==> src/rtl/core/iiee_pkg.sv <==
// Shared constants and types of the infix integer expression evaluator.
`timescale 1ns / 1ps
`default_nettype none
package iiee_pkg;

	localparam int DATA_WIDTH_DEF = 32;
	localparam int RESULT_WIDTH = 32;

	localparam logic [7:0] CH_ZERO  = 8'h30;
	localparam logic [7:0] CH_NINE  = 8'h39;
	localparam logic [7:0] CH_PLUS  = 8'h2B;
	localparam logic [7:0] CH_MINUS = 8'h2D;
	localparam logic [7:0] CH_STAR  = 8'h2A;
	localparam logic [7:0] CH_SLASH = 8'h2F;
	localparam logic [7:0] CH_EQUAL = 8'h3D;

	localparam logic [1:0] OP_NONE = 2'd0;
	localparam logic [1:0] OP_MUL  = 2'd1;
	localparam logic [1:0] OP_DIV  = 2'd2;

	typedef struct packed {
		logic start;
		logic is_div;
	} unit_req_t;

endpackage
`default_nettype wire

==> src/rtl/core/iiee_unit.sv <==
// Iterative shift-add multiplier and restoring divider built around one shared adder.
`timescale 1ns / 1ps
`default_nettype none
module iiee_unit #(
	parameter int DATA_WIDTH = iiee_pkg::DATA_WIDTH_DEF
) (
	input  wire logic                   clk,
	input  wire logic                   arst_n,
	input  wire iiee_pkg::unit_req_t    req,
	input  wire logic [DATA_WIDTH-1:0]  opa,
	input  wire logic [DATA_WIDTH-1:0]  opb,
	output logic                        done,
	output logic [DATA_WIDTH-1:0]       result
);
	import iiee_pkg::*;

	localparam int W = DATA_WIDTH;
	localparam int CW = $clog2(W);
	localparam logic [CW-1:0] LAST_STEP = CW'(W - 1);

	localparam logic [1:0] U_IDLE = 2'd0;
	localparam logic [1:0] U_MUL  = 2'd1;
	localparam logic [1:0] U_DIV  = 2'd2;
	localparam logic [1:0] U_FIX  = 2'd3;

	logic [1:0]    state_q;
	logic [CW-1:0] cnt_q;
	logic [W-1:0]  acc_q;
	logic [W-1:0]  mcand_q;
	logic [W-1:0]  mplier_q;
	logic          neg_q;
	logic          div_q;

	logic [W:0]    add_x;
	logic [W:0]    add_y;
	logic          add_sub;
	logic [W+1:0]  add_sum;
	logic          ge;
	logic [W-1:0]  mag_a;
	logic [W-1:0]  mag_b;

	assign mag_a = opa[W-1] ? W'(-opa) : opa;
	assign mag_b = opb[W-1] ? W'(-opb) : opb;

	always_comb begin
		if (state_q == U_DIV) begin
			add_x = {acc_q, mplier_q[W-1]};
			add_y = {1'b0, mcand_q};
			add_sub = 1'b1;
		end else begin
			add_x = {1'b0, acc_q};
			add_y = {1'b0, mcand_q};
			add_sub = 1'b0;
		end
		add_sum = {1'b0, add_x} + {1'b0, (add_sub ? ~add_y : add_y)} + (W+2)'(add_sub);
	end

	assign ge = add_sum[W+1];

	always_ff @(posedge clk or negedge arst_n) begin
		if (!arst_n) begin
			state_q <= U_IDLE;
			cnt_q <= '0;
		end else begin
			case (state_q)
				U_IDLE: begin
					if (req.start) begin
						state_q <= req.is_div ? U_DIV : U_MUL;
						cnt_q <= LAST_STEP;
					end
				end
				U_MUL, U_DIV: begin
					cnt_q <= cnt_q - 1'b1;
					if (cnt_q == '0) begin
						state_q <= U_FIX;
					end
				end
				U_FIX: begin
					state_q <= U_IDLE;
				end
				default: begin
					state_q <= U_IDLE;
				end
			endcase
		end
	end

	always_ff @(posedge clk) begin
		case (state_q)
			U_IDLE: begin
				if (req.start) begin
					acc_q <= '0;
					div_q <= req.is_div;
					if (req.is_div) begin
						mcand_q <= mag_b;
						mplier_q <= mag_a;
						neg_q <= opa[W-1] ^ opb[W-1];
					end else begin
						mcand_q <= opa;
						mplier_q <= opb;
						neg_q <= 1'b0;
					end
				end
			end
			U_MUL: begin
				if (mplier_q[0]) begin
					acc_q <= add_sum[W-1:0];
				end
				mcand_q <= {mcand_q[W-2:0], 1'b0};
				mplier_q <= {1'b0, mplier_q[W-1:1]};
			end
			U_DIV: begin
				acc_q <= ge ? add_sum[W-1:0] : add_x[W-1:0];
				mplier_q <= {mplier_q[W-2:0], ge};
			end
			default: begin
			end
		endcase
	end

	assign done = (state_q == U_FIX);

	always_comb begin
		if (div_q) begin
			result = neg_q ? W'(-mplier_q) : mplier_q;
		end else begin
			result = acc_q;
		end
	end

endmodule
`default_nettype wire

==> src/rtl/core/infix_integer_expression_evaluator.sv <==
// Top level of the infix integer expression evaluator: character decode, sequencer and state.
// A digit or an ignored character is taken without leaving the idle state; an operator or '='
// that closes a plain term or a division by zero passes through the apply state; one that closes
// a product or a quotient first waits in the unit state for the bit-serial multiply/divide unit.
// One item is taken at a time, none while the last is in progress; '=' also waits while
// an earlier result is unaccepted. Reset: arst_n clears state and output register at once.
`timescale 1ns / 1ps
`default_nettype none
module infix_integer_expression_evaluator #(
	parameter int DATA_WIDTH = iiee_pkg::DATA_WIDTH_DEF
) (
	input  wire logic        clk,
	input  wire logic        arst_n,
	input  wire logic        in_valid,
	output logic             in_ready,
	input  wire logic [7:0]  char_code,
	output logic             out_valid,
	input  wire logic        out_ready,
	output logic [iiee_pkg::RESULT_WIDTH-1:0] result_value,
	output logic             div_zero_error
);
	import iiee_pkg::*;

	localparam int W = DATA_WIDTH;

	localparam logic [1:0] S_IDLE  = 2'd0;
	localparam logic [1:0] S_UNIT  = 2'd1;
	localparam logic [1:0] S_APPLY = 2'd2;

	localparam logic [1:0] ACT_TERM = 2'd0;
	localparam logic [1:0] ACT_SUM  = 2'd1;
	localparam logic [1:0] ACT_EQ   = 2'd2;

	logic [1:0]   state_q;
	logic [1:0]   act_q;
	logic [W-1:0] number_q;
	logic [W-1:0] term_q;
	logic [1:0]   pend_q;
	logic [W-1:0] sum_q;
	logic         neg_q;
	logic         new_neg_q;
	logic         err_q;
	logic [W-1:0] t_q;
	logic         out_valid_q;
	logic [RESULT_WIDTH-1:0] result_q;
	logic         div_err_q;

	logic         accept;
	logic         is_digit;
	logic         is_term_op;
	logic         is_sum_op;
	logic         is_eq;
	logic         closing;
	logic         pend_div;
	logic         num_zero;
	logic         need_unit;
	logic [3:0]   digit;
	logic [W-1:0] num_next;
	logic [W-1:0] sum_next;
	logic [RESULT_WIDTH-1:0] sum_ext;
	logic         out_free;
	logic         emit;
	unit_req_t    req;
	logic         unit_done;
	logic [W-1:0] unit_result;

	assign in_ready = (state_q == S_IDLE);
	assign accept = in_valid && in_ready;

	assign is_digit = (char_code >= CH_ZERO) && (char_code <= CH_NINE);
	assign is_term_op = (char_code == CH_STAR) || (char_code == CH_SLASH);
	assign is_sum_op = (char_code == CH_PLUS) || (char_code == CH_MINUS);
	assign is_eq = (char_code == CH_EQUAL);
	assign closing = is_term_op || is_sum_op || is_eq;
	assign pend_div = (pend_q == OP_DIV);
	assign num_zero = (number_q == '0);
	assign need_unit = closing && ((pend_q == OP_MUL) || (pend_div && !num_zero));

	assign digit = 4'(char_code - CH_ZERO);
	assign num_next = W'({number_q, 3'b000}) + W'({number_q, 1'b0}) + W'(digit);

	assign req.start = accept && need_unit;
	assign req.is_div = pend_div;

	assign sum_next = neg_q ? W'(sum_q - t_q) : W'(sum_q + t_q);
	assign out_free = !out_valid_q || out_ready;
	assign emit = (state_q == S_APPLY) && (act_q == ACT_EQ) && out_free;

	generate
		if (W >= RESULT_WIDTH) begin : g_trunc
			assign sum_ext = sum_next[RESULT_WIDTH-1:0];
		end else begin : g_sext
			assign sum_ext = {{(RESULT_WIDTH-W){sum_next[W-1]}}, sum_next};
		end
	endgenerate

	iiee_unit #(
		.DATA_WIDTH(W)
	) u_unit (
		.clk(clk),
		.arst_n(arst_n),
		.req(req),
		.opa(term_q),
		.opb(number_q),
		.done(unit_done),
		.result(unit_result)
	);

	always_ff @(posedge clk or negedge arst_n) begin
		if (!arst_n) begin
			state_q <= S_IDLE;
			act_q <= ACT_TERM;
			number_q <= '0;
			term_q <= '0;
			pend_q <= OP_NONE;
			sum_q <= '0;
			neg_q <= 1'b0;
			new_neg_q <= 1'b0;
			err_q <= 1'b0;
		end else begin
			case (state_q)
				S_IDLE: begin
					if (accept) begin
						if (is_digit) begin
							number_q <= num_next;
						end else if (closing) begin
							number_q <= '0;
							new_neg_q <= (char_code == CH_MINUS);
							if (is_term_op) begin
								act_q <= ACT_TERM;
								pend_q <= (char_code == CH_STAR) ? OP_MUL : OP_DIV;
							end else if (is_sum_op) begin
								act_q <= ACT_SUM;
							end else begin
								act_q <= ACT_EQ;
							end
							if (pend_div && num_zero) begin
								err_q <= 1'b1;
							end
							state_q <= need_unit ? S_UNIT : S_APPLY;
						end
					end
				end
				S_UNIT: begin
					if (unit_done) begin
						state_q <= S_APPLY;
					end
				end
				S_APPLY: begin
					case (act_q)
						ACT_TERM: begin
							term_q <= t_q;
							state_q <= S_IDLE;
						end
						ACT_SUM: begin
							sum_q <= sum_next;
							neg_q <= new_neg_q;
							pend_q <= OP_NONE;
							term_q <= '0;
							state_q <= S_IDLE;
						end
						ACT_EQ: begin
							if (out_free) begin
								sum_q <= '0;
								neg_q <= 1'b0;
								pend_q <= OP_NONE;
								term_q <= '0;
								err_q <= 1'b0;
								state_q <= S_IDLE;
							end
						end
						default: begin
							state_q <= S_IDLE;
						end
					endcase
				end
				default: begin
					state_q <= S_IDLE;
				end
			endcase
		end
	end

	always_ff @(posedge clk or negedge arst_n) begin
		if (!arst_n) begin
			out_valid_q <= 1'b0;
			result_q <= '0;
			div_err_q <= 1'b0;
		end else if (emit) begin
			out_valid_q <= 1'b1;
			result_q <= sum_ext;
			div_err_q <= err_q;
		end else if (out_ready) begin
			out_valid_q <= 1'b0;
		end
	end

	always_ff @(posedge clk) begin
		if (accept && closing && !need_unit) begin
			t_q <= pend_div ? '0 : number_q;
		end else if (state_q == S_UNIT && unit_done) begin
			t_q <= unit_result;
		end
	end

	assign out_valid = out_valid_q;
	assign result_value = result_q;
	assign div_zero_error = div_err_q;

	a_done_in_unit: assert property (@(posedge clk) disable iff (!arst_n)
		unit_done |-> (state_q == S_UNIT))
		else $error("unit finished outside of the wait state");

	a_eq_busy: assert property (@(posedge clk) disable iff (!arst_n)
		(accept && is_eq) |=> !in_ready)
		else $error("equal sign item did not occupy the sequencer");

	a_clear_after_result: assert property (@(posedge clk) disable iff (!arst_n)
		emit |=> (out_valid_q && sum_q == '0 && !err_q && pend_q == OP_NONE))
		else $error("expression state not cleared after result");

endmodule
`default_nettype wire
==> config.mk <==
export PLATFORM = sky130hd
export DESIGN_NAME = infix_integer_expression_evaluator
export DESIGN_NICKNAME = d
export VERILOG_FILES = /design/src/rtl/core/iiee_pkg.sv /design/src/rtl/core/iiee_unit.sv /design/src/rtl/core/infix_integer_expression_evaluator.sv
export SDC_FILE = /design/constraint.sdc
export NUM_CORES = 1
export LEC_CHECK = 0
export BUFFER_PORTS_ARGS = -buffer_cell sky130_fd_sc_hd__buf_4
export CAP_MARGIN = 10
export CORE_MARGIN = 5
export CORE_UTILIZATION = 66
export CTS_BUF_LIST = sky130_fd_sc_hd__clkbuf_8
export DETAILED_ROUTE_END_ITERATION = 8
export MAX_ROUTING_LAYER = met4
export PLACE_DENSITY = 0.82
export SKIP_CTS_REPAIR_TIMING = 1
export SYNTH_ARGS = -nofsm -noshare
export SYNTH_HDL_FRONTEND = slang
export SYNTH_SLANG_ARGS = --single-unit
==> constraint.sdc <==
create_clock -name clk -period 6.2 [get_ports clk]
set_input_delay 0 -clock clk [delete_from_list [all_inputs] [get_ports clk]]
set_output_delay 0 -clock clk [all_outputs]
set_load 0.005 [all_outputs]
Word level (Yosys, flattened, before mapping)
Index checks and enable logic that the tools add are counted.
{ "totals": {"ff_bits": 276} }
{ "op_classes": {"addsub": 11, "order_cmp": 2, "n_eq_ne": 28, "muxes": 59, "n_bitwise": 3, "n_reduce_logical": 48} }
{ "op_table": {"columns": ["operator", "count"], "rows": [
  ["$mux W32", 18],
  ["$pmux W32 S3", 3],
  ["$pmux W32 S2", 2],
  ["$neg A32 Y32", 3],
  ["$mux W33", 2],
  ["$add A32 B32 Y32", 2],
  ["$eq A8 B6 Y1 const B", 5],
  ["$add A33 B33 Y34", 1],
  ["$add A34 B1 Y34", 1],
  ["$mux W2", 17],
  ["$not A32 Y33", 1],
  ["$add A32 B4 Y32", 1],
  ["$logic_not A32 Y1", 1],
  ["$sub A32 B32 Y32", 1],
  ["$ne A2 B1 Y1 const B", 7],
  ["$reduce_and A7 Y1", 2],
  ["$reduce_bool A2 Y1", 7],
  ["$pmux W2 S3", 2],
  ["$reduce_and A3 Y1", 4],
  ["$logic_and A1 B1 Y1", 11],
  ["$eq A2 B2 Y1 const B", 5],
  ["$ne A2 B2 Y1 const B", 5],
  ["$pmux W5 S2", 1],
  ["$reduce_and A2 Y1", 5],
  ["other kinds (21)", 44]
]} }

Depth between registers and ports, before layout
Gate-level depths: netlist (run 1).
{ "depth": {"word_depth": 10, "ltp_mapped": 20} }

By module
From an unflattened synthesis (run 1), not the netlist that was laid out.
{ "hier_totals": {"hier_cells": 2400, "area_unflattened_um2": 20937.6} }
{ "modules_own_cells": {"columns": ["mod", "instances", "cells_each", "area_per_inst_um2"], "rows": [
  ["infix_integer_expression_evaluator", 1, 1238, 11030.6],
  ["iiee_unit", 1, 1162, 9907.0]
]} }

Worst setup path after synthesis (run 1)
Ideal clock, no wire load.
{ "synth_path": {"path_type": "register -> register", "from": "register number_q[0]", "to": "register u_unit.acc_q[0] (enable)", "setup_time_ps": 470, "arrival_time_ps": 4326, "path_slack_ps": 1404, "stages_incl_launch_ff": 12, "synth_period_minus_slack_ps": 4796, "path_cell_list": "dfrtp_1 -> inv_1 -> ha_1 -> or4b_1 -> or4_4 -> nand4b_1 -> nor3_2 -> a21oi_1 -> a21oi_2 -> nor2_1 -> nor2b_1 -> a211oi_1"} }
{ "synth_via": {"elab_chain_cells": 8} }
{ "synth_lines": {"columns": ["item", "line", "text"], "rows": [
  ["start, declared", "infix_integer_expression_evaluator.sv:36", "logic [W-1:0] number_q;"],
  ["start signal, assigned", "infix_integer_expression_evaluator.sv:125", "number_q <= num_next;"],
  ["$logic_not A32 Y1", "infix_integer_expression_evaluator.sv:76", "assign num_zero = (number_q == '0);"],
  ["$logic_not A1 Y1", "infix_integer_expression_evaluator.sv:77", "assign need_unit = closing && ((pend_q == OP_MUL) || (pend_div && !num_zero));"],
  ["$logic_and A1 B1 Y1", "infix_integer_expression_evaluator.sv:77", null],
  ["$logic_or A1 B1 Y1", "infix_integer_expression_evaluator.sv:77", null],
  ["$logic_and A1 B1 Y1", "infix_integer_expression_evaluator.sv:77", null],
  ["$logic_and A1 B1 Y1", "infix_integer_expression_evaluator.sv:82", "assign req.start = accept && need_unit;"],
  ["$ne A2 B2 Y1 (no source line)", null, null],
  ["$reduce_and A3 Y1 (no source line)", null, null],
  ["end signal, assigned", "iiee_unit.sv:107", "acc_q <= add_sum[W-1:0];"],
  ["end signal, assigned", "iiee_unit.sv:113", "acc_q <= ge ? add_sum[W-1:0] : add_x[W-1:0];"],
  ["end, declared", "iiee_unit.sv:28", "logic [W-1:0] acc_q;"]
]} }
Every way passes these cells.
A chain may end at the register's enable or synchronous reset.

Worst setup path after layout (run 1)
{ "layout_path": {"from": "register u_unit.state_q[0]", "to": "register u_unit.acc_q[28], data pin"} }
{ "layout_via": {"elab_chain_cells": 7, "elab_cells_between_ends": 11, "cone_classes": "add/sub: 2; eq/ne: 2; mux: 6; reduce/logical: 1"} }
{ "layout_lines": {"columns": ["item", "line", "text"], "rows": [
  ["start, declared", "iiee_unit.sv:26", "logic [1:0] state_q;"],
  ["start signal, assigned", "iiee_unit.sv:68", "state_q <= req.is_div ? U_DIV : U_MUL;"],
  ["$eq A2 B2 Y1", "iiee_unit.sv:46, iiee_unit.sv:89", null],
  ["$mux W1", "iiee_unit.sv:46", "if (state_q == U_DIV) begin"],
  ["$mux W33", "iiee_unit.sv:55", "add_sum = {1'b0, add_x} + {1'b0, (add_sub ? ~add_y : add_y)} + (W+2)'(add_sub);"],
  ["$add A33 B33 Y34", "iiee_unit.sv:55", null],
  ["$add A34 B1 Y34", "iiee_unit.sv:55", null],
  ["$mux W32 (on tied branches)", "iiee_unit.sv:113, iiee_unit.sv:106", null],
  ["$pmux W32 S3 *", "iiee_unit.sv:89", "case (state_q)"]
]} }
Every way passes the cells marked *; elsewhere a longest branch is shown, timed or not. The select of a mux whose other input is x is not followed.

==> metrics.cfg, run 1 <==
[run_status]
status = finished with violations
violations = hold timing

[final_layout]
syn2layout_area_growth_pct = 7.94
n_antenna_cell = 0
fin_nets = 2441
drive_gt1_frac = 0.0961

[clock_tree]
ctsLongestPathBuffers = 3
cts_tree = yes
path_clk_slew_ps = 70
cts.sinks = 276
clk_latency_ps = 610
cts_max_level = 2
cts-root-buf = clkbuf_8
cts_made_buffers = 49

[floorplan]
rows = 64
core_area_sq_mm = 0.0307
die_x_um = 186
pin_count = 47
die_h_um = 186
start_util = 0.669
die_area_sq_mm = 0.0347

[power]
vdd_ir_drop_max_mv = 0.917
power.density_mw_per_mm2 = 472
p_leak_nw = 9.64
total_power_mw = 10.4

[sta]
fmax_mhz = 198
setup_viol = 0
maxSlewHeadroom = 0.180
fin_crit_sh = 0.814
fin_setup_tns_ps = 0
timing.hold.ws_ps = -34.7
fin_crit_ps = 5050
hold_viol_final = 18
skew_ps = 23.8
slew_violations = 0
tightest_slew_ps = 1230
grt_setup_unrepaired = no

[placed_design]
routabilityCongestion = 0.997
place_hpwl_um = 39100
portBuffers = 46

[synth]
ys_async_sr_fraction = 0.529
yosys-top-cells-area = edfxtp_1 19%, dfrtp_1 18%, ha_1 8.2%
yosysTopAreaCell = edfxtp_1
synth_nets = 2443
postSynthAreaPerCell_sq_um = 8.94
syn_inst = 2293
yosysWarnings = 0
ys_ff_latch = 276
synth_flop_cell = dfrtp_1
synth-edff-count = 130
ys_types = 78
synth_seq_area_share = 0.369
syn-cell-area_sq_mm = 0.0205
synthTopCellsByCount = 313 x nand2_1, 222 x o21ai_0, 146 x dfrtp_1, 146 x xor2_1, 143 x a21oi_1
synth_top_area_share = 0.190
yosysMostFrequentCell = nand2_1

[detailed_routing]
final_antenna_net_count = 0
avgViaCountPerCell = 6.50
drt_iter0_markers = 1877
num_vias = 17728
drcViolationCount = 0
drtPass1Iterations = 6
wl_per_cell_um = 20.0
wl_um = 54600

[critical_path]
required_ps = 6620
worstPathCellList = inv_1 > ha_4 > mux2_2 > ha_1 > inv_1 > o31ai_1 > a31oi_1 > o21ai_1 > a21oi_1 > nand3b_1 > o21ai_1 > or2_2 > nand2_1 > o31ai_1
worstSetupStartpointType = register
cp.arrival_ps = 5470
crit_path_max_fanout = 37
crit_path_end_kind = register
worst_path_max_delay_cell = ha_4
crit_type = reg -> reg
critical_path_buf_inv_count = 2
critPathMaxStageDelay_ps = 550
crit_family = compound AO/OA/AOI/OAI gates

[global_routing]
track_usage = 0.325
antenna_found_initial = 0
gr-total-overflow = 0
first_global_vias = 16983
grt_first_pass_wirelength_um = 89200
grt_max_degree = 100

[hold_path]
hold_path.class = in -> reg

[job]
maxCapViolations = 0

-- final timing paths --
check                             startpoint                 to  slack [ps]  depth (start not counted)
min reg2reg                 result_value[22]   result_value[22]         470                          2
min                             char_code[3]        number_q[6]         -30                          4
max reg2reg                u_unit.state_q[0]   u_unit.acc_q[28]        1150                         14
max                        u_unit.state_q[0]   u_unit.acc_q[28]        1150                         14
min in group asynchronous             arst_n   result_value[17]         -10                          2
max in group asynchronous             arst_n  u_unit.state_q[0]        4750                          3
-- area by class of cell --
cell class	instances	area [sq um]
inverters	58	218
repair buffers	81	674
well taps	396	495
fillers	2338	8540
clock inverters	27	114
multi-input cells	1825	12200
clock buffers	64	881
flip-flops and latches	276	7560
-- state kept, by name, summed over array words and instances, names as in the netlist, 2 cells and up --
| signal | count |
|---|---|
| t_q | 32 |
| u_unit.state_q | 2 |
| state_q | 2 |
| number_q | 32 |
| u_unit.acc_q | 32 |
| pend_q | 2 |
| u_unit.cnt_q | 5 |
| act_q | 2 |
| u_unit.mcand_q | 32 |
| result_value | 32 |
| sum_q | 32 |
| u_unit.mplier_q | 32 |
| term_q | 32 |
-- worst reg2reg max path: stages (launching register included) --
cell	delay, ps
dfrtp_1	410
inv_1	190
ha_4	550
mux2_2	420
ha_1	280
inv_1	50
o31ai_1	440
a31oi_1	210
o21ai_1	440
a21oi_1	210
nand3b_1	220
o21ai_1	200
or2_2	540
nand2_1	380
o31ai_1	330
-- report_power, final --
part | total (mW) | internal, mW | leakage [nW] | switching [mW]
registers | 3.27 | 2.69 | 3.24 | 0.584
logic | 5.45 | 2.17 | 5.81 | 3.28
clock network | 1.73 | 0.921 | 0.588 | 0.805
-- layer usage --
layer / up-vias / track usage / routed length [um]
met5: - / - / 0
met4: 0 / 0.125 / 2400
met3: 160 / 0.0405 / 3360
met2: 735 / 0.515 / 25800
met1: 8491 / 0.430 / 23000
li1: 8342 / - / -
-- cells by family after synthesis --
logic type,count (synthesis),share of synthesized area
AOI/OAI and AO/OA,708,0.220
DFF,276,0.369
buffers and inverters,192,0.0399
and+or+nand+nor,687,0.155
adders and majority gates,138,0.0857
muxes,57,0.0304
xor gates and xnor gates,235,0.100
-- layout by cell type, fill, tap and decap left out, types with 8 or more instances in the layout --
cell type,instances
o21ai_0,222
or4_1,14
a31oi_1,15
o211ai_1,9
mux2i_1,14
xnor2_1,89
clkbuf_8,64
o21bai_1,11
buf_4,66
nand2_1,312
inv_1,79
or3_1,13
o21ai_1,9
o41ai_1,12
a22oi_1,48
mux2_2,43
ha_1,131
nor2b_1,35
o31ai_1,41
xor2_1,146
a211oi_1,46
edfxtp_1,130
a22o_1,36
dlygate4sd3_1,12
nand2b_1,19
a21o_1,46
nor2_1,136
nand4_1,10
nand3_1,59
a21oi_1,143
and3_1,10
o21a_1,17
nor3_1,29
a31o_2,8
dfrtp_1,146
-- through the flow --
step	hold slack (ps)	setup WS, ps	instance area (sq um)	std cells	util
3_3_place_gp	78.3	1510	21000	2623	0.684
4_1_cts	-552	1230	22000	2714	0.717
6_report	-34.7	1150	22100	2727	0.722
2_1_floorplan	-296	1400	20500	2293	-
3_5_place_dp	94.4	1260	21000	2623	0.684
5_1_grt	21.5	808	22100	2727	0.722
No activity file was read; power rests on OpenSTA's default activity.
==> run 2: changes to the inputs <==
==> constraint.sdc (replaced) <==
create_clock -name clk -period 5.3 [get_ports clk]
set_input_delay 0 -clock clk [delete_from_list [all_inputs] [get_ports clk]]
set_output_delay 0 -clock clk [all_outputs]
set_load 0.005 [all_outputs]
==> run 2 against run 1 <==
The flow still finishes with violations (hold timing). Cell count up 0.44%. Critical path depth did not move. Sequential power increased by 16%. Wire length is 0.27% lower. Sequential cell count is the same. Utilization rose by 0.18 points. Worst hold slack better by 33 ps. Critical path type unchanged. Register-to-register slack got worse by 790 ps. Combinational power increased by 17%. Largest power group unchanged.
==> metrics.cfg, run 2 (synthesis results as in run 1) <==
[run_status]
status = finished with violations  ; unchanged
violations = hold timing  ; unchanged

[floorplan]
die_h_um = 186  ; unchanged
pin_count = 47  ; unchanged
rows = 64  ; unchanged
die_area_sq_mm = 0.0347  ; unchanged
die_x_um = 186  ; unchanged
start_util = 0.669  ; unchanged
core_area_sq_mm = 0.0307  ; unchanged

[clock_tree]
ctsLongestPathBuffers = 3  ; unchanged
cts_max_level = 2  ; unchanged
clk_latency_ps = 610  ; about the same
cts_tree = yes  ; unchanged
cts_made_buffers = 49  ; unchanged
path_clk_slew_ps = 60  ; was 70 ps
cts-root-buf = clkbuf_8  ; unchanged
cts.sinks = 276  ; unchanged

[hold_path]
hold_path.class = in -> async  ; was in -> reg

[detailed_routing]
drt_iter0_markers = 1686  ; was 1,877
num_vias = 17695  ; about the same
wl_um = 54400  ; was 54,600 um
drtPass1Iterations = 6  ; unchanged
wl_per_cell_um = 19.9  ; was 20.0 um
drcViolationCount = 0  ; unchanged
avgViaCountPerCell = 6.46  ; was 6.50
final_antenna_net_count = 0  ; unchanged

[sta]
slew_violations = 0  ; unchanged
fin_crit_ps = 4940  ; was 5050 ps
maxSlewHeadroom = 0.314  ; was 0.180
timing.hold.ws_ps = -1.94  ; was -34.7 ps
hold_viol_final = 1  ; was 18
grt_setup_unrepaired = no  ; unchanged
skew_ps = 29.2  ; was 23.8 ps
setup_viol = 0  ; unchanged
tightest_slew_ps = 1030  ; was 1230 ps
fin_setup_tns_ps = 0  ; unchanged
fmax_mhz = 202  ; was 198 MHz
fin_crit_sh = 0.933  ; was 0.814

[critical_path]
rr_worst_depth = 14  ; unchanged
cp.arrival_ps = 5360  ; was 5470 ps
required_ps = 5710  ; was 6620 ps
crit_path_end_kind = register  ; unchanged
crit_family = compound AO/OA/AOI/OAI gates  ; unchanged
crit_path_max_fanout = 24  ; was 37
critPathMaxStageDelay_ps = 570  ; was 550 ps
crit_type = reg -> reg  ; unchanged
rrSetupSlack_ps = 360  ; was 1150 ps
worstSetupStartpointType = register  ; unchanged
reg2reg_to = u_unit.acc_q[28]  ; unchanged
worstPathCellList = inv_1 > ha_4 > mux2_2 > ha_1 > inv_1 > o31ai_1 > a31oi_1 > o21ai_1 > a21oi_1 > nand3b_1 > o21ai_1 > or2_2 > nand2_1 > o31ai_1  ; unchanged
reg2reg_from = u_unit.state_q[0]  ; unchanged
worst_path_max_delay_cell = or2_2  ; was ha_4
critical_path_buf_inv_count = 2  ; unchanged

[final_layout]
syn2layout_area_growth_pct = 8.21  ; was 7.94%
final_cell_mix = 312 x nand2_1, 222 x o21ai_0, 146 x xor2_1, 146 x dfrtp_1, 143 x a21oi_1  ; unchanged
final_common_cell = nand2_1  ; unchanged
drive_gt1_frac = 0.0986  ; was 0.0961
fin_nets = 2455  ; was 2,441
layoutNonFillerInstCount = 2739  ; was 2,727
n_antenna_cell = 0  ; unchanged
utilization = 0.723  ; was 0.722

[power]
power.density_mw_per_mm2 = 545  ; was 472 mW/mm^2
p_leak_nw = 9.68  ; was 9.64 nW
vdd_ir_drop_max_mv = 1.01  ; was 0.917 mV

[global_routing]
first_global_vias = 16997  ; about the same
grt_first_pass_wirelength_um = 87900  ; was 89,200 um
gr-total-overflow = 0  ; unchanged
track_usage = 0.322  ; was 0.325
antenna_found_initial = 0  ; unchanged
grt_max_degree = 90  ; was 100

[job]
maxCapViolations = 0  ; unchanged

[placed_design]
dp.cells = 2635  ; was 2,623
place_hpwl_um = 39100  ; about the same
portBuffers = 46  ; unchanged
routabilityCongestion = 0.997  ; about the same

[run 2: changes by cell type in the layout (fill, tap and decap cells not counted)]
| cell | change |
|---|---|
| inv_1 | -1 |
| buf_4 | +11 |
| inv_8 | +2 |
| buf_12 | +1 |
| clkinv_2 | +2 |
| clkinvlp_4 | -2 |
| clkinv_1 | +4 |
| dlygate4sd3_1 | +2 |
| clkbuf_8 | -7 |
[run 2: how the worst max path moves through the flow]
stage | from | endpoint | slack (ps) | depth (start not counted)
floorplan | number_q[0] | u_unit.acc_q[0] | 500 | 11
global placement | u_unit.state_q[0] | u_unit.acc_q[28] | 650 | 14
detailed placement | u_unit.state_q[0] | u_unit.acc_q[28] | 460 | 14
finish | u_unit.state_q[0] | u_unit.acc_q[28] | 360 | 14
global route | u_unit.state_q[0] | u_unit.acc_q[28] | 50 | 15
CTS | u_unit.state_q[0] | u_unit.acc_q[28] | 420 | 14
[run 2: layout make-up]
type | count | area, sq um
inverters | 58 | 218
repair buffers | 95 | 797
multi-input cells | 1825 | 12200
well taps | 396 | 495
clock buffers | 57 | 785
clock inverters | 32 | 143
fillers | 2349 | 8480
flip-flops and latches | 276 | 7560
[run 2: worst reg2reg max path, stage by stage (launching register included)]
cell	delay [ps]
dfrtp_1	410
inv_1	200
ha_4	390
mux2_2	400
ha_1	280
inv_1	50
o31ai_1	430
a31oi_1	210
o21ai_1	440
a21oi_1	210
nand3b_1	220
o21ai_1	230
or2_2	570
nand2_1	390
o31ai_1	340
[run 2: power breakdown]
group          internal (mW)  switching, mW
clock                  0.982          0.930
combinational           2.56           3.83
sequential              3.14          0.643
[run 2: metal layers]
layer,global-route usage,part of all wire
met4,0.124,0.040
met2,0.527,0.48
met1,0.410,0.41
met3,0.0428,0.064
met5,-,0
[run 2: per-stage QoR]
| step | instance area (sq um) | setup slack, ps | power (mW) |
|---|---|---|---|
| floorplan | 20500 | 504 | 8.44 |
| global placement | 21100 | 649 | 9.85 |
| detailed placement | 21100 | 457 | 10.1 |
| CTS | 22000 | 425 | 12.0 |
| global route | 22200 | 46.1 | 13.0 |
| finish | 22200 | 355 | 12.1 |
==> run 3: changes to the inputs <==
--- a/config.mk
+++ b/config.mk
@@ -11,6 +11,7 @@
 export CORE_UTILIZATION = 66
 export CTS_BUF_LIST = sky130_fd_sc_hd__clkbuf_8
 export DETAILED_ROUTE_END_ITERATION = 8
+export GPL_TIMING_DRIVEN = 0
 export MAX_ROUTING_LAYER = met4
 export PLACE_DENSITY = 0.82
 export SKIP_CTS_REPAIR_TIMING = 1
==> run 3 against run 2 <==
The flow still finishes with violations (hold timing). Non-clock buffer count is 102 higher. Register-to-register slack got worse by 120 ps. Clock power grew 17%. First-iteration DRC count is 46% higher. Design area rose by 2.4%. Maximum frequency is 2.4% lower. Largest cell class unchanged.
==> metrics.cfg, run 3 (synthesis results as in run 1) <==
[run_status]
status = finished with violations  ; unchanged
violations = hold timing  ; unchanged

[critical_path]
reg2reg_from = u_unit.state_q[0]  ; unchanged
cp-endpoint = u_unit.acc_q[13]  ; was u_unit.acc_q[28]
rr_worst_depth = 18  ; was 14
worstPathCellList = inv_1 > ha_1 > buf_2 > clkbuf_4 > clkbuf_4 > xor2_1 > ha_1 > a2111oi_0 > o31ai_1 > a31oi_2 > o21ai_2 > a21oi_2 > nand3b_1 > o21ai_1 > or2_4 > buf_2 > a22oi_1 > nor2b_1  ; was inv_1 > ha_4 > mux2_2 > ha_1 > inv_1 > o31ai_1 > a31oi_1 > o21ai_1 > a21oi_1 > nand3b_1 > o21ai_1 > or2_2 > nand2_1 > o31ai_1
crit_path_max_fanout = 10  ; was 24
startpoint = u_unit.state_q[0]  ; unchanged
crit_family = compound AO/OA/AOI/OAI gates  ; unchanged
rrSetupSlack_ps = 230  ; was 360 ps
required_ps = 5660  ; was 5710 ps
crit_type = reg -> reg  ; unchanged
crit_path_end_kind = register  ; unchanged
cp.depth = 18  ; was 14
cp.arrival_ps = 5430  ; was 5360 ps
worst_path_max_delay_cell = dfrtp_1  ; was or2_2
critical_path_buf_inv_count = 5  ; was 2
reg2reg_to = u_unit.acc_q[13]  ; was u_unit.acc_q[28]
worstSetupStartpointType = register  ; unchanged
critPathMaxStageDelay_ps = 420  ; was 570 ps

[clock_tree]
cts-root-buf = clkbuf_8  ; unchanged
ctsLongestPathBuffers = 3  ; unchanged
cts_tree = yes  ; unchanged
cts_max_level = 2  ; unchanged
clk_latency_ps = 610  ; about the same
cts_made_buffers = 49  ; unchanged
cts.sinks = 276  ; unchanged
path_clk_slew_ps = 60  ; about the same

[floorplan]
die_x_um = 186  ; unchanged
pin_count = 47  ; unchanged
die_h_um = 186  ; unchanged
rows = 64  ; unchanged
core_area_sq_mm = 0.0307  ; unchanged
die_area_sq_mm = 0.0347  ; unchanged
start_util = 0.669  ; unchanged

[final_layout]
fin_nets = 2557  ; was 2,455
drive_gt1_frac = 0.0965  ; was 0.0986
multi_input_comb_area_sq_mm = 0.0122  ; about the same
syn2layout_area_growth_pct = 10.8  ; was 8.21%
seqCellArea_sq_mm = 0.00756  ; unchanged
final_cell_mix = 312 x nand2_1, 222 x o21ai_0, 146 x xor2_1, 146 x dfrtp_1, 142 x a21oi_1  ; was 312 x nand2_1, 222 x o21ai_0, 146 x xor2_1, 146 x dfrtp_1, 143 x a21oi_1
final_common_cell = nand2_1  ; unchanged
num-fill-cells = 2356  ; was 2,349
n_antenna_cell = 0  ; unchanged
layoutNonFillerInstCount = 2842  ; was 2,739

[sta]
skew_ps = 19.2  ; was 29.2 ps
fin_crit_sh = 0.956  ; was 0.933
grt_setup_unrepaired = no  ; unchanged
setup_viol = 0  ; unchanged
fin_setup_tns_ps = 0  ; unchanged
hold_viol_final = 1  ; unchanged
layout_setup_ws_ps = 233  ; was 355 ps
timing.hold.ws_ps = -34.2  ; was -1.94 ps
fin_crit_ps = 5070  ; was 4940 ps
tightest_slew_ps = 1330  ; was 1030 ps
maxSlewHeadroom = 0.108  ; was 0.314
slew_violations = 0  ; unchanged
fmax_mhz = 197  ; was 202 MHz

[global_routing]
track_usage = 0.380  ; was 0.322
gr-total-overflow = 0  ; unchanged
antenna_found_initial = 0  ; unchanged
grt_first_pass_wirelength_um = 100000  ; was 87,900 um
grt_max_degree = 91  ; was 90
first_global_vias = 18020  ; was 17.0k

[detailed_routing]
wl_per_cell_um = 22.8  ; was 19.9 um
drtPass1Iterations = 8  ; was 6
avgViaCountPerCell = 6.72  ; was 6.46
wl_um = 64700  ; was 54,400 um
drt_iter0_markers = 2467  ; was 1,686
final_antenna_net_count = 0  ; unchanged
drcViolationCount = 0  ; unchanged
num_vias = 19109  ; was 17.7k

[placed_design]
place_hpwl_um = 48500  ; was 39,100 um
place_ws_ps = -1100  ; was 457 ps
portBuffers = 46  ; unchanged
dp.cells = 2738  ; was 2,635
routabilityCongestion = 1.02  ; was 0.997

[hold_path]
hold_path.class = in -> reg  ; was in -> async

[job]
maxCapViolations = 0  ; unchanged

[power]
p_leak_nw = 9.87  ; was 9.68 nW
power.density_mw_per_mm2 = 570  ; was 545 mW/mm^2
vdd_ir_drop_max_mv = 0.568  ; was 1.01 mV

[run 3: cell count changes in the layout (fill, tap and decap cells not counted), sizes merged]
cell / before / now
clkinv: 10 / 14
bufinv: 0 / 6
clkbuf: 57 / 164
dlygate4sd1: 0 / 2
buf: 81 / 73
inv: 80 / 72
[run 3: worst min path at each step]
stage                  from               end  slack [ps]  cells after the start
2_1_floorplan        arst_n          act_q[0]        -300                      0
3_3_place_gp   char_code[1]         new_neg_q         250                      2
3_5_place_dp         arst_n  result_value[16]           4                      1
4_1_cts              arst_n  result_value[15]        -650                      1
5_1_grt        char_code[6]        state_q[0]           3                      6
6_report       char_code[6]        state_q[0]         -30                      6
[run 3: area by class of cell]
class / count / area share
clock buffer: 56 / 0.0339
sequential: 276 / 0.333
multi-input combinational: 1825 / 0.536
timing repair buffer: 64 / 0.0255
inverter: 58 / 0.00958
tap: 396 / 0.0218
clock inverter: 34 / 0.0134
buffer: 133 / 0.0269
[run 3: worst register-to-register path, cell delays in order (launching register included)]
cell	delay, ps
dfrtp_1	420
inv_1	120
ha_1	170
buf_2	280
clkbuf_4	350
clkbuf_4	320
xor2_1	190
ha_1	300
a2111oi_0	390
o31ai_1	220
a31oi_2	270
o21ai_2	190
a21oi_2	230
nand3b_1	150
o21ai_1	240
or2_4	400
buf_2	260
a22oi_1	240
nor2b_1	90
[run 3: power breakdown]
part           leakage (nW)  internal [mW]  switching (mW)
logic                  6.01           2.64            4.24
registers              3.24           3.14           0.685
clock network         0.611           1.26           0.975
[run 3: metal layers]
metal | wire length, um | vias to the layer above | global-route usage | share of wire
li1 | - | 8588 | - | -
met2 | 28500 | 1138 | 0.574 | 0.44
met4 | 3120 | 0 | 0.149 | 0.048
met1 | 26400 | 9141 | 0.513 | 0.41
met3 | 6650 | 242 | 0.0687 | 0.10
met5 | 0 | - | - | 0
[run 3: stage by stage]
| stage | total power [mW] | util | cell area, sq um |
|---|---|---|---|
| floorplan | 8.44 | - | 20500 |
| global placement | 10.2 | 0.696 | 21300 |
| detailed placement | 10.4 | 0.699 | 21400 |
| CTS | 12.7 | 0.734 | 22500 |
| global route | 13.7 | 0.741 | 22700 |
| finish | 12.9 | 0.741 | 22700 |
